===== config.mk =====
export PLATFORM = sky130hd
export DESIGN_NAME = scan_byte_stream_pixel_assembler
export DESIGN_NICKNAME = d
export VERILOG_FILES = /design/src/rtl/sbpa_pkg.sv /design/src/rtl/sbpa_cfg.sv /design/src/rtl/sbpa_core.sv /design/src/rtl/scan_byte_stream_pixel_assembler.sv
export SDC_FILE = /design/constraint.sdc
export NUM_CORES = 1
export LEC_CHECK = 0
export BUFFER_PORTS_ARGS = -buffer_cell sky130_fd_sc_hd__clkbuf_2
export CAP_MARGIN = 20
export CORE_AREA = 10 10 161 163
export CTS_BUF_LIST = sky130_fd_sc_hd__clkbuf_16
export CTS_CLUSTER_DIAMETER = 100
export DETAILED_ROUTE_END_ITERATION = 10
export DIE_AREA = 0 0 171 173
export GPL_ROUTABILITY_DRIVEN = 0
export PLACE_DENSITY = 0.71
export SETUP_SLACK_MARGIN = 0.1
export SYNTH_ARGS = -nofsm -noshare
export SYNTH_HDL_FRONTEND = slang
export SYNTH_HIERARCHICAL = 1
export SYNTH_SLANG_ARGS = --single-unit

===== constraint.sdc =====
create_clock -name i_clk -period 18.3 [get_ports i_clk]
set_input_delay 0.915 -clock i_clk [delete_from_list [all_inputs] [get_ports i_clk]]
set_output_delay 0.915 -clock i_clk [all_outputs]
set_load 0.02 [all_outputs]

===== src/rtl/sbpa_pkg.sv =====
// Shared types and constants for the scan byte stream pixel assembler.
package sbpa_pkg;

    // Pixel format codes held in the format register.
    localparam logic [2:0] FMT_GRAY1  = 3'd0;
    localparam logic [2:0] FMT_GRAY8  = 3'd1;
    localparam logic [2:0] FMT_GRAY16 = 3'd2;
    localparam logic [2:0] FMT_RGB8   = 3'd3;
    localparam logic [2:0] FMT_RGB16  = 3'd4;

    // Configuration register indexes.
    localparam int CFG_IDX_W  = 4;
    localparam int CFG_DATA_W = 15;
    localparam logic [CFG_IDX_W-1:0] CFG_PIXEL_FORMAT = 4'd0;
    localparam logic [CFG_IDX_W-1:0] CFG_LINE_WIDTH   = 4'd1;

    // Widths fixed by the field definitions.
    localparam int FMT_W   = 3;
    localparam int WIDTH_W = 15;
    localparam int LBYTE_W = 18;
    localparam int POS_W   = 17;
    localparam int PART_W  = 40;

    // Line geometry and control handed from the configuration block to the core.
    typedef struct packed {
        logic [FMT_W-1:0]   fmt;
        logic               fmt_ok;
        logic [2:0]         bpp;
        logic [LBYTE_W-1:0] line_bytes;
        logic               restart;
    } t_geom;

endpackage


===== src/rtl/sbpa_cfg.sv =====
// Configuration registers and line geometry for the pixel assembler.
module sbpa_cfg #(
    parameter int MAX_LINE_PIXELS = 16384
) (
    input  logic                             i_clk,
    input  logic                             i_rst_n,
    input  logic                             i_cfg_we,
    input  logic [sbpa_pkg::CFG_IDX_W-1:0]   i_cfg_index,
    input  logic [sbpa_pkg::CFG_DATA_W-1:0]  i_cfg_data,
    output sbpa_pkg::t_geom                  o_geom
);

    localparam logic [16:0] MaxW = 17'(MAX_LINE_PIXELS);

    logic [sbpa_pkg::FMT_W-1:0]   r_fmt;
    logic [sbpa_pkg::WIDTH_W-1:0] r_width;
    logic [sbpa_pkg::WIDTH_W-1:0] eff_w;
    logic [sbpa_pkg::LBYTE_W-1:0] w_ext;

    always_ff @(posedge i_clk) begin
        if (!i_rst_n) begin
            r_fmt   <= sbpa_pkg::FMT_GRAY8;
            r_width <= 15'd1;
        end else if (i_cfg_we) begin
            if (i_cfg_index == sbpa_pkg::CFG_PIXEL_FORMAT) begin
                r_fmt <= i_cfg_data[sbpa_pkg::FMT_W-1:0];
            end
            if (i_cfg_index == sbpa_pkg::CFG_LINE_WIDTH) begin
                r_width <= i_cfg_data;
            end
        end
    end

    // Zero width counts as one pixel; widths past the limit are clamped.
    always_comb begin
        eff_w = r_width;
        if (r_width == '0) begin
            eff_w = 15'd1;
        end else if ({2'b00, r_width} > MaxW) begin
            eff_w = MaxW[sbpa_pkg::WIDTH_W-1:0];
        end
    end

    assign w_ext = {3'b000, eff_w};

    always_comb begin
        o_geom.fmt        = r_fmt;
        o_geom.fmt_ok     = 1'b1;
        o_geom.bpp        = 3'd1;
        o_geom.line_bytes = w_ext;
        case (r_fmt)
            sbpa_pkg::FMT_GRAY1: begin
                o_geom.line_bytes = (w_ext + 18'd7) >> 3;
            end
            sbpa_pkg::FMT_GRAY8: begin
                o_geom.line_bytes = w_ext;
            end
            sbpa_pkg::FMT_GRAY16: begin
                o_geom.bpp        = 3'd2;
                o_geom.line_bytes = w_ext << 1;
            end
            sbpa_pkg::FMT_RGB8: begin
                o_geom.bpp        = 3'd3;
                o_geom.line_bytes = (w_ext << 1) + w_ext;
            end
            sbpa_pkg::FMT_RGB16: begin
                o_geom.bpp        = 3'd6;
                o_geom.line_bytes = (w_ext << 2) + (w_ext << 1);
            end
            default: begin
                o_geom.fmt_ok = 1'b0;
            end
        endcase
        o_geom.restart = i_cfg_we &&
            (i_cfg_index == sbpa_pkg::CFG_PIXEL_FORMAT ||
             i_cfg_index == sbpa_pkg::CFG_LINE_WIDTH);
    end

endmodule


===== src/rtl/sbpa_core.sv =====
// Line state, byte merge and result register of the pixel assembler.
module sbpa_core (
    input  logic                i_clk,
    input  logic                i_rst_n,
    input  sbpa_pkg::t_geom     i_geom,
    input  logic                i_in_valid,
    input  logic [7:0]          i_in_byte,
    output logic                o_advance,
    input  logic                i_stall,
    output logic                o_valid,
    output logic [13:0]         o_pixel_x,
    output logic [15:0]         o_line_index,
    output logic [15:0]         o_red,
    output logic [15:0]         o_green,
    output logic [15:0]         o_blue,
    output logic [7:0]          o_mono_bits,
    output logic                o_line_end
);

    logic [sbpa_pkg::POS_W-1:0]  r_pos;
    logic [sbpa_pkg::POS_W-1:0]  r_quo;
    logic [2:0]                  r_rem;
    logic [15:0]                 r_line_count;
    logic [sbpa_pkg::PART_W-1:0] r_partial;
    logic [2:0]                  r_phase;

    logic [2:0]                  phase_eff;
    logic [47:0]                 merged;
    logic                        emit;
    logic                        last;
    logic [sbpa_pkg::POS_W-1:0]  pos_inc;
    logic                        out_free;
    logic                        take;
    logic [15:0]                 n_red;
    logic [15:0]                 n_green;
    logic [15:0]                 n_blue;
    logic [7:0]                  n_mono;

    assign phase_eff = (r_phase >= i_geom.bpp) ? 3'd0 : r_phase;

    always_comb begin
        merged = {8'h00, r_partial};
        case (phase_eff)
            3'd0:    merged[7:0]   = i_in_byte;
            3'd1:    merged[15:8]  = i_in_byte;
            3'd2:    merged[23:16] = i_in_byte;
            3'd3:    merged[31:24] = i_in_byte;
            3'd4:    merged[39:32] = i_in_byte;
            3'd5:    merged[47:40] = i_in_byte;
            default: merged        = {8'h00, r_partial};
        endcase
    end

    assign emit    = ({1'b0, phase_eff} + 4'd1) == {1'b0, i_geom.bpp};
    assign pos_inc = r_pos + 17'd1;
    assign last    = ({1'b0, r_pos} + 18'd1) >= i_geom.line_bytes;

    // An item that yields no result moves on even while the result register waits.
    assign out_free  = !o_valid || !i_stall;
    assign o_advance = i_in_valid && (!i_geom.fmt_ok || !emit || out_free);
    assign take      = o_advance && i_geom.fmt_ok;

    always_comb begin
        n_red   = '0;
        n_green = '0;
        n_blue  = '0;
        n_mono  = '0;
        case (i_geom.fmt)
            sbpa_pkg::FMT_GRAY1: begin
                n_mono = i_in_byte;
            end
            sbpa_pkg::FMT_GRAY8: begin
                n_red   = {8'h00, i_in_byte};
                n_green = {8'h00, i_in_byte};
                n_blue  = {8'h00, i_in_byte};
            end
            sbpa_pkg::FMT_GRAY16: begin
                n_red   = merged[15:0];
                n_green = merged[15:0];
                n_blue  = merged[15:0];
            end
            sbpa_pkg::FMT_RGB8: begin
                n_red   = {8'h00, merged[7:0]};
                n_green = {8'h00, merged[15:8]};
                n_blue  = {8'h00, merged[23:16]};
            end
            default: begin
                n_red   = merged[15:0];
                n_green = merged[31:16];
                n_blue  = merged[47:32];
            end
        endcase
    end

    always_ff @(posedge i_clk) begin
        if (!i_rst_n) begin
            r_pos        <= '0;
            r_quo        <= '0;
            r_rem        <= '0;
            r_line_count <= '0;
            r_partial    <= '0;
            r_phase      <= '0;
        end else if (i_geom.restart) begin
            r_pos     <= '0;
            r_quo     <= '0;
            r_rem     <= '0;
            r_partial <= '0;
            r_phase   <= '0;
        end else if (take) begin
            if (last) begin
                r_pos     <= '0;
                r_quo     <= '0;
                r_rem     <= '0;
                r_partial <= '0;
                r_phase   <= '0;
                if (r_line_count != 16'hFFFF) begin
                    r_line_count <= r_line_count + 16'd1;
                end
            end else begin
                r_pos     <= pos_inc;
                r_partial <= merged[sbpa_pkg::PART_W-1:0];
                r_phase   <= emit ? 3'd0 : phase_eff + 3'd1;
                // Quotient and remainder of the byte position by the pixel size.
                if (pos_inc == '0) begin
                    r_quo <= '0;
                    r_rem <= '0;
                end else if ((r_rem + 3'd1) == i_geom.bpp) begin
                    r_quo <= r_quo + 17'd1;
                    r_rem <= '0;
                end else begin
                    r_rem <= r_rem + 3'd1;
                end
            end
        end
    end

    always_ff @(posedge i_clk) begin
        if (!i_rst_n) begin
            o_valid <= 1'b0;
        end else if (out_free) begin
            o_valid <= take && emit;
        end
    end

    always_ff @(posedge i_clk) begin
        if (out_free && take && emit) begin
            o_pixel_x    <= r_quo[13:0];
            o_line_index <= r_line_count;
            o_red        <= n_red;
            o_green      <= n_green;
            o_blue       <= n_blue;
            o_mono_bits  <= n_mono;
            o_line_end   <= last;
        end
    end

    a_line_restart: assert property (@(posedge i_clk) disable iff (!i_rst_n)
        (take && last && !i_geom.restart) |=> (r_pos == '0 && r_phase == 3'd0))
        else $error("line state not cleared after the last byte of a line");

    a_phase_range: assert property (@(posedge i_clk) disable iff (!i_rst_n)
        r_phase <= 3'd5)
        else $error("channel phase out of range");

    a_count_sat: assert property (@(posedge i_clk) disable iff (!i_rst_n)
        (r_line_count == 16'hFFFF) |=> (r_line_count == 16'hFFFF))
        else $error("line counter wrapped");

    a_single_byte_emit: assert property (@(posedge i_clk) disable iff (!i_rst_n)
        (take && i_geom.bpp == 3'd1) |=> o_valid)
        else $error("single byte pixel did not produce a result beat");

endmodule


===== src/rtl/scan_byte_stream_pixel_assembler.sv =====
// Top level of the scan byte stream pixel assembler.
// The block turns a raw scanner byte stream into pixels at one byte per clock.
// Each input beat carries one byte; it is held in an input register, then
// merged into the pixel under assembly, and a completed pixel (or, in 1-bit
// gray mode, every byte) is written to the output register as one result beat
// with its pixel index, line number and a line-end flag. A new byte is taken
// every cycle as long as the output side keeps up; the output register is the
// only place a stall from downstream holds the stream. Bytes that complete no
// pixel still move on while a result waits. 8- and 16-bit gray values are
// copied to all three channels; 8-bit modes return values in the low byte.
// Writing either configuration register restarts the current line but keeps
// the line count, which stops at its maximum. Unused format codes drop bytes
// silently. Writes to the configuration port are only allowed while no beat is
// in flight.
module scan_byte_stream_pixel_assembler #(
    parameter int MAX_LINE_PIXELS = 16384
) (
    input  logic                             i_clk,
    input  logic                             i_rst_n,
    input  logic                             i_cfg_we,
    input  logic [sbpa_pkg::CFG_IDX_W-1:0]   i_cfg_index,
    input  logic [sbpa_pkg::CFG_DATA_W-1:0]  i_cfg_data,
    input  logic                             i_valid,
    output logic                             o_stall,
    input  logic [7:0]                       i_data_byte,
    output logic                             o_valid,
    input  logic                             i_stall,
    output logic [13:0]                      o_pixel_x,
    output logic [15:0]                      o_line_index,
    output logic [15:0]                      o_red,
    output logic [15:0]                      o_green,
    output logic [15:0]                      o_blue,
    output logic [7:0]                       o_mono_bits,
    output logic                             o_line_end
);

    sbpa_pkg::t_geom geom;

    logic       r_in_valid;
    logic [7:0] r_in_byte;
    logic       advance;

    sbpa_cfg #(
        .MAX_LINE_PIXELS (MAX_LINE_PIXELS)
    ) u_cfg (
        .i_clk       (i_clk),
        .i_rst_n     (i_rst_n),
        .i_cfg_we    (i_cfg_we),
        .i_cfg_index (i_cfg_index),
        .i_cfg_data  (i_cfg_data),
        .o_geom      (geom)
    );

    // The input register is free when empty or when its byte moves on this cycle.
    assign o_stall = r_in_valid && !advance;

    always_ff @(posedge i_clk) begin
        if (!i_rst_n) begin
            r_in_valid <= 1'b0;
        end else if (!o_stall) begin
            r_in_valid <= i_valid;
        end
    end

    always_ff @(posedge i_clk) begin
        if (!o_stall && i_valid) begin
            r_in_byte <= i_data_byte;
        end
    end

    sbpa_core u_core (
        .i_clk        (i_clk),
        .i_rst_n      (i_rst_n),
        .i_geom       (geom),
        .i_in_valid   (r_in_valid),
        .i_in_byte    (r_in_byte),
        .o_advance    (advance),
        .i_stall      (i_stall),
        .o_valid      (o_valid),
        .o_pixel_x    (o_pixel_x),
        .o_line_index (o_line_index),
        .o_red        (o_red),
        .o_green      (o_green),
        .o_blue       (o_blue),
        .o_mono_bits  (o_mono_bits),
        .o_line_end   (o_line_end)
    );

endmodule


; ---- After elaboration in Yosys (flattened, before gate mapping)
; Index checks and enable logic that the tools add are counted.
[word_totals]
ff_bits = 211
inputBits = 32
out_inout_bits = 89
[op_classes]
eq_ne = 13
magnitude_cmp = 3
n_reduce_logical = 30
n_mux = 25
bitwise = 2
addsub = 10
[ops]
columns = operator, count
row1 = $pmux W16 S4, 2
row2 = $pmux W18 S4, 1
row3 = $mux W17, 4
row4 = $mux W8, 6
row5 = $pmux W16 S3, 1
row6 = $mux W40, 1
row7 = $add A17 B1 Y17 const B, 2
row8 = $mux W15, 2
row9 = $add A17 B1 Y18 const B, 1
row10 = $add A17 B16 Y18, 1
row11 = $ge A18 B18 Y1, 1
row12 = $mux W3, 6
row13 = $add A16 B15 Y17, 1
row14 = $logic_not A17 Y1, 1
row15 = $add A15 B3 Y16 const B, 1
row16 = $add A16 B1 Y16 const B, 1
row17 = $ne A16 B16 Y1 const B, 1
row18 = $gt A15 B15 Y1 const B, 1
row19 = $logic_not A15 Y1, 1
row20 = $eq A3 B2 Y1 const B, 4
row21 = $eq A3 B3 Y1 const B, 3
row22 = $pmux W3 S3, 1
row23 = $logic_and A1 B1 Y1, 8
row24 = $add A3 B1 Y3 const B, 2
row25 = 17 further kinds, 30

; ---- Depth between registers and ports, before layout
; Gate-level depths: netlist of the first run.
[depth]
word_depth = 14
ltp_mapped = 27
ltp_nobuf = 24

; ---- Hierarchy
; The synthesis of the first run kept the hierarchy.
[modules_own_cells]
columns = module, area_each_um2, seq_area_each_um2, cells_each, n_inst
row1 = sbpa_core, 8951.1, 4494.3, 906, 1
row2 = sbpa_cfg, 2406.1, 360.3, 356, 1
row3 = scan_byte_stream_pixel_assembler, 287.8, 260.2, 12, 1

; ---- Worst setup path after synthesis of the first run
; No wires, ideal clock.
[synth_timing]
path_type = reg2reg
start = register u_cfg/r_fmt[1] (netlist name)
end = register u_core.o_blue[0], enable pin
slack_ns = 11.034
arrival_time_ns = 6.731
required_ns = 17.766
synth_period_minus_slack_ns = 7.266
stages_incl_launch_ff = 18
cell_sequence = dfxtp_1 clkbuf_1 clkbuf_1 nand2_1 nand2_1 nand2_1 ha_1 nor2b_1 o211ai_2 inv_1 ha_1 ha_1 xnor2_1 nor2_1 nand3_1 o21ai_1 buf_2 nor2_1
[synth_lines]
columns = element, line
row1 = "start, declared", sbpa_cfg.sv:15  ; logic [sbpa_pkg::FMT_W-1:0] r_fmt;
row2 = "start signal, assigned", sbpa_cfg.sv:22  ; r_fmt <= sbpa_pkg::FMT_GRAY8;
row3 = "start signal, assigned", sbpa_cfg.sv:26  ; r_fmt <= i_cfg_data[sbpa_pkg::FMT_W-1:0];
row4 = "end signal, assigned", sbpa_core.sv:151  ; o_blue <= n_blue;
row5 = "end, declared", sbpa_core.sv:15  ; output logic [15:0] o_blue,

==> results.sh, run 1 <==
export IMPL_outcome="finished, final reports clean"
export IMPL_syn_num_nets=1352
export IMPL_intPower_uw=839
export IMPL_path_max_fanout=23
export IMPL_cp_end_kind="register"
export IMPL_report_final_slew_viol_count=0
export IMPL_timing_rr_end="u_core/r_quo[3]"
export IMPL_finClkSkew_ps=9.83
export IMPL_grt_overflow_total=0
export IMPL_num_vias=9665
export IMPL_post_drt_via_cell_ratio=5.84
export IMPL_antenna_found_initial=0
export IMPL_grt_max_degree=54
export IMPL_synthXorXnorAreaFrac_pct=5.04
export IMPL_drv_cap=0
export IMPL_reg2reg_from="u_cfg/r_width[5]"
export IMPL_reg2reg_slack_ps=11460
export IMPL_post_route_period_util_pct=37.4
export IMPL_p_switching_uw=270
export IMPL_tightestPinTransition_ps=918
export IMPL_power_frac_seq_pct=46.7
export IMPL_critPathMaxStageDelay_ps=590
export IMPL_combPwrFrac_pct=10.2
export IMPL_yosysWarningCount=6
export IMPL_clkPwrFrac_pct=43.1
export IMPL_initial_core_util_pct=51.6
export IMPL_num_rows=55
export IMPL_crit_type="reg2reg"
export IMPL_synth_simple_gate_area_share_pct=19.2
export IMPL_post_route_util_pct=58.3
export IMPL_grt_first_pass_wirelength_um=47900
export IMPL_ant_nets=0
export IMPL_clock_latency_ps=500
export IMPL_cts_made_buffers=23
export IMPL_crit_path_start_kind="register"
export IMPL_first_global_vias=9174
export IMPL_leakagePower_uw=0.00523
export IMPL_num_antenna_cells=0
export IMPL_numPortBuffers=120
export IMPL_nFillCells=1992
export IMPL_ys_flop_type="dfxtp_1"
export IMPL_clock_sinks=208
export IMPL_cp_depth=25
export IMPL_hp_class="reg2reg"
export IMPL_synth_area_um2=11600
export IMPL_post_route_min_period_ps=6840
export IMPL_drt_total_wl_um=29400
export IMPL_dr_pass1_iters=5
export IMPL_drtIter0Drc=938
export IMPL_whs_endpoint="u_core/o_line_index[7]"
export IMPL_postCtsSetupRepairBufs=0
export IMPL_drt_wirelength_per_cell_um=17.8
export IMPL_cts_resized=0
export IMPL_required_ps=18710
export IMPL_hold_buffers=0
export IMPL_clockRootBuffer="clkbuf_16"
export IMPL_clk_pin_slew_worst_paths_ps=60
export IMPL_min_path_cells=0
export IMPL_crit_top_cell="inv_1"
export IMPL_synth_cells=1274
export IMPL_ys_seq_area_share_pct=43.9
export IMPL_yosys_register_bits=208
export IMPL_drive_above_1_share_pct=14.3
export IMPL_crit_family="compound AO/OA/AOI/OAI gates"
export IMPL_cts_max_level=1
export IMPL_min_from="u_core/r_line_count[7]"
export IMPL_synth_edff_count=95
export IMPL_place_hpwl_um=20800
export IMPL_fmax_ghz=0.146
export IMPL_core_um2=22600
export IMPL_synth_top_family_by_area="simple AND/OR/NAND/NOR gates"
export IMPL_p_per_area_nw_per_um2=84.2
export IMPL_tns_ps=0
export IMPL_die_w_um=171
export IMPL_fin_nets=1431
export IMPL_cpMaxStageDelayCell="or4_4"
export IMPL_sw_frac_of_total_pct=24.4
export IMPL_cts_tree="yes"
export IMPL_async_reset_ff_share_pct=0
export IMPL_die_area_um2=29600
export IMPL_die_height_um=173
export IMPL_ys_types=83
export IMPL_grt_usage_pct=19.1
export IMPL_finalSetupViolations=0
export IMPL_rr_worst_depth=25
export IMPL_rsz0062_at_grt="no"
export IMPL_peakVddDrop_v=0.0000650
export IMPL_cp_num_buf_inv=6
export IMPL_synthMuxAreaShare_pct=4.56
export IMPL_area_delta_synth_final_pct=13.1
export IMPL_worst_endpoint_arrival_ps=7250
export IMPL_synthAdderAreaFrac_pct=5.01
export IMPL_slew_limit_headroom_pct=38.7
export IMPL_avgSynthCellArea_um2=9.14
export IMPL_ioPinCount=121
export IMPL_synth_compound_area_share_pct=17.5
export IMPL_drc=0
export IMPL_clock_path_buffers=3
export IMPL_finalHoldViolations=0
==> power by group through the flow <==
stage	clock network (µW)	logic (µW)	registers (µW)
finish	478	113	518
global route	506	123	520
global placement	0	111	527
floorplan	0	64.1	538
CTS	489	113	517
detailed placement	0	112	527
==> per-layer routing <==
metal | routed length (µm) | GRT usage, % | vias up | share of wire [%]
met1 | 13500 | 26.5 | 4524 | 46
met3 | 2400 | 4.21 | 35 | 8.2
met2 | 13100 | 29.8 | 375 | 44
li1 | - | - | 4731 | -
met5 | 0 | 0 | - | 0
met4 | 434 | 3.55 | 0 | 1.5
==> area by class of cell <==
| type | count | area [µm²] | area share, % |
|---|---|---|---|
| clock buffers | 23 | 576 | 4.37 |
| clock inverters | 18 | 214 | 1.62 |
| inverters | 64 | 240 | 1.82 |
| multi-input cells | 927 | 5980 | 45.4 |
| flip-flops and latches | 208 | 5120 | 38.9 |
| well taps | 285 | 357 | 2.71 |
| repair buffers | 129 | 681 | 5.17 |
==> synthesized netlist by cell type (all sizes together) (5+ instances only) <==
master     n  area share (%)
nor2     146             4.7
o22ai      9            0.48
and4       6            0.45
nand2    129             4.2
or2        5            0.27
o2111ai    9            0.68
clkbuf    48             1.5
ha        45             4.8
a32oi     11            0.83
a22oi     28             1.8
a21oi     62             2.7
edfxtp    95              24
nand3     32             1.4
xnor2     36             2.7
o221ai     6            0.45
a21boi    16             1.0
nand4     17             1.1
inv       62             2.0
buf       27             1.2
o21a       9            0.58
and3      10            0.54
and2      27             1.5
a22o      11            0.83
dfxtp    113              19
mux2i     44             3.8
mux2       8            0.77
nor2b     21             1.2
o31ai      7            0.54
a21o       6            0.39
o211ai     7            0.49
xor2      31             2.3
nand2b    14            0.75
a31oi      9            0.48
or3       11            0.59
a2bb2oi    6            0.45
o21ai     66             2.8
nor3      25             1.2
a211oi     7            0.45
nor4      12            0.64
==> sequential cells by signal (all words and copies together), names as in the netlist <==
register	count
u_core/r_phase	3
u_core/o_green	16
r_in_valid	1
u_core/o_blue	16
u_core/r_line_count	16
u_core/o_line_index	16
u_core/o_valid	1
r_in_byte	8
u_cfg/r_fmt	3
u_core/r_partial	40
u_core/r_pos	17
u_core/o_line_end	1
u_core/o_pixel_x	14
u_core/o_mono_bits	8
u_core/r_quo	14
u_core/r_rem	3
u_cfg/r_width	15
u_core/o_red	16
==> stage by stage <==
| step | cell area [µm²] | instances | worst slack, ps | total power [µW] | hold WS [ps] |
|---|---|---|---|---|---|
| 2_1_floorplan | 11600 | 1274 | 11030 | 602 | 430 |
| 3_3_place_gp | 12400 | 1612 | 11660 | 638 | 444 |
| 3_5_place_dp | 12400 | 1613 | 11620 | 640 | 445 |
| 4_1_cts | 13200 | 1654 | 11580 | 1120 | 461 |
| 5_1_grt | 13200 | 1654 | 11050 | 1150 | 477 |
| 6_report | 13200 | 1654 | 11460 | 1110 | 460 |
==> placed cells by master, fill, tap and decap left out, types with 7 or more instances in the layout <==
master     count
nor2_1       145
nand2_1      129
clkbuf_2     120
dfxtp_1      112
edfxtp_1      95
inv_1         69
a21oi_1       62
o21ai_0       61
ha_1          45
mux2i_1       44
xnor2_1       36
nand3_1       32
xor2_1        31
a22oi_1       28
and2_1        25
clkbuf_16     23
nor3_1        22
nor2b_1       20
nand4_1       15
a21boi_0      15
nand2b_1      13
nor4_1        12
or3_1         11
a22o_1        11
a32oi_1       11
and3_1        10
o21a_1         9
o22ai_1        9
o2111ai_1      9
a31oi_1        9
buf_4          8
mux2_2         8
a211oi_1       7
==> worst max-delay path by stage <==
stage                                start  slack, ps                   end
after global routing      u_cfg/r_width[5]      11050      u_core/r_quo[12]
after floorplan             u_cfg/r_fmt[1]      11030      u_core/o_blue[0]
after detailed placement  u_cfg/r_width[5]      11620  u_core/r_partial[37]
after global placement    u_cfg/r_width[5]      11660       u_core/r_quo[0]
after CTS                 u_cfg/r_width[5]      11580       u_core/r_quo[0]
final                     u_cfg/r_width[5]      11460       u_core/r_quo[3]
==> logic make-up after synthesis <==
logic type,Yosys count
AND/OR/NAND/NOR,465
multiplexers,52
adder cells (fa/ha/maj),46
XOR/XNOR,67
buffers and inverters,139
flip-flops,208
AO/OA/AOI/OAI,297
Power figures use the tool's default switching activity.
==> run 2: changes to the inputs <==
==> constraint.sdc (replaced) <==
create_clock -name i_clk -period 7.1 [get_ports i_clk]
set_input_delay 0.355 -clock i_clk [delete_from_list [all_inputs] [get_ports i_clk]]
set_output_delay 0.355 -clock i_clk [all_outputs]
set_load 0.02 [all_outputs]
==> run 2 against run 1 <==
Sequential power rose to 2.6 times the previous value. Largest cell class unchanged. Setup slack worse by 11000 ps. Critical path depth shrank 1. Combinational power increased to 2.6 times the previous value. Core utilization shrank 0.30 points. Final cell count up 0.30%. Cell area down 0.52%.
==> results.sh, run 2 (synthesis results as in run 1) <==
export IMPL_required_ps=7530
export IMPL_post_route_period_util_pct=91.4
export IMPL_reg_largest_list="u_core/r_partial: 40 flops, u_core/r_pos: 17 flops"
export IMPL_ioPinCount=121
export IMPL_antenna_found_initial=0
export IMPL_postCtsSetupRepairBufs=0
export IMPL_place_inst=1617
export IMPL_core_um2=22600
export IMPL_die_w_um=171
export IMPL_clock_latency_ps=510
export IMPL_min_path_cells=1
export IMPL_cts_tree="yes"
export IMPL_drtIter0Drc=689
export IMPL_grt_overflow_total=0
export IMPL_clockRootBuffer="clkbuf_16"
export IMPL_grt_usage_pct=19.1
export IMPL_num_vias=9727
export IMPL_rr_worst_depth=24
export IMPL_tns_ps=0
export IMPL_finalSetupViolations=0
export IMPL_cts_made_buffers=23
export IMPL_hold_buffers=0
export IMPL_grt_first_pass_wirelength_um=48000
export IMPL_drive_above_1_share_pct=14.5
export IMPL_clk_pin_slew_worst_paths_ps=60
export IMPL_grt_max_degree=54
export IMPL_outcome="finished, final reports clean"
export IMPL_rsz0062_at_grt="no"
export IMPL_p_per_area_nw_per_um2=208
export IMPL_drt_total_wl_um=29100
export IMPL_num_rows=55
export IMPL_worst_endpoint_arrival_ps=6920
export IMPL_fmax_ghz=0.154
export IMPL_num_antenna_cells=0
export IMPL_numPortBuffers=120
export IMPL_cts_max_level=1
export IMPL_ant_nets=0
export IMPL_drt_wirelength_per_cell_um=17.6
export IMPL_die_area_um2=29600
export IMPL_largest_reg_flops=40
export IMPL_regMostFlops="u_core/r_partial"
export IMPL_first_global_vias=9185
export IMPL_clock_path_buffers=3
export IMPL_final_cells=1659
export IMPL_finClkSkew_ps=17.5
export IMPL_path_max_fanout=13
export IMPL_crit_type="reg2reg"
export IMPL_initial_core_util_pct=51.6
export IMPL_layout_commonest_cell="nor2_1"
export IMPL_drc=0
export IMPL_post_drt_via_cell_ratio=5.86
export IMPL_reg2reg_slack_ps=610
export IMPL_nFillCells=2053
export IMPL_crit_path_start_kind="register"
export IMPL_slew_limit_headroom_pct=39.9
export IMPL_peakVddDrop_v=0.000172
export IMPL_dr_pass1_iters=5
export IMPL_layout_common_cells="145 x nor2_1, 129 x nand2_1, 120 x clkbuf_2, 112 x dfxtp_1, 95 x edfxtp_1"
export IMPL_post_route_min_period_ps=6490
export IMPL_clock_sinks=208
export IMPL_die_height_um=173
export IMPL_cp_end_kind="register"
export IMPL_tightestPinTransition_ps=894
export IMPL_hp_class="in2reg"
export IMPL_fin_nets=1435
export IMPL_report_final_slew_viol_count=0
export IMPL_place_hpwl_um=20800
export IMPL_finalHoldViolations=0
export IMPL_leakagePower_uw=0.00520
export IMPL_area_delta_synth_final_pct=12.5
export IMPL_drv_cap=0
## run 2: cell count changes in the layout (fill, tap and decap cells not counted)
cell	previous run	this run
a2111oi_0	2	1
bufinv_16	5	1
a21oi_2	0	1
clkinv_1	3	6
clkinvlp_4	0	1
clkinv_2	2	1
inv_6	1	2
buf_12	1	0
a2111oi_1	0	1
buf_4	8	13
clkinv_4	0	2
inv_8	1	0
a21oi_1	62	61
## run 2: where the power goes
group / switching, µW / internal, µW / total [µW]
Clock: 463 / 627 / 1090
Sequential: 32.7 / 1300 / 1330
Combinational: 203 / 93.3 / 296
## run 2: stage by stage
| stage | util (%) | cell area, µm² | power [µW] | hold WS, ps | setup WS [ps] |
|---|---|---|---|---|---|
| floorplan | - | 11600 | 1550 | 430 | 1320 |
| global placement | 54.9 | 12400 | 1650 | 446 | 689 |
| detailed placement | 54.9 | 12400 | 1650 | 450 | 498 |
| CTS | 58.0 | 13100 | 2750 | 3.14 | 487 |
| global route | 58.0 | 13100 | 2830 | 6.37 | 141 |
| finish | 58.0 | 13100 | 2720 | 17.6 | 609 |
## run 2: worst paths after layout
path | from | end
worst max register to register | u_cfg/r_width[5] | u_core/r_partial[39]
worst max-delay path | u_cfg/r_width[5] | u_core/r_partial[39]
worst min register to register | u_core/r_quo[7] | u_core/o_pixel_x[7]
worst min-delay path | i_data_byte[6] | r_in_byte[6]
## run 2: routing by layer
layer / share of wire, % / vias to the layer above / GRT usage, %
li1: - / 4723 / -
met1: 46 / 4588 / 26.7
met2: 44 / 361 / 29.2
met3: 8.2 / 55 / 4.49
met4: 2.4 / 0 / 4.46
met5: 0 / - / 0
## run 2: critical path, stage by stage (launching register included)
cell,delay (ps)
dfxtp_1,420
or4_4,590
o41a_1,480
or2_0,320
inv_1,90
ha_1,170
inv_1,60
fa_1,410
or2_2,320
a21oi_2,270
o21a_1,150
nor2_1,50
o211a_1,260
a2111oi_0,520
nor3_1,100
inv_1,80
ha_1,240
nand4_1,130
a211oi_1,60
a2111oi_1,480
o211a_1,270
inv_2,140
nor3_2,560
a22oi_1,140
nor2_1,120
## run 2: cell type report
class                      instances  area (µm²)  share of cell area [%]
inverter                          64         240                    1.83
tap                              285         357                    2.72
clock inverter                    19         123                   0.936
clock buffer                      23         576                    4.39
sequential                       208        5120                    39.1
multi-input combinational        927        5990                    45.7
timing repair buffer             133         698                    5.33
## run 2: repair_timing
item | in CTS | in global routing
gates resized for setup | 0 | 2
hold endpoints to repair | 0 | 0
endpoints found under the setup margin | 0 | 60
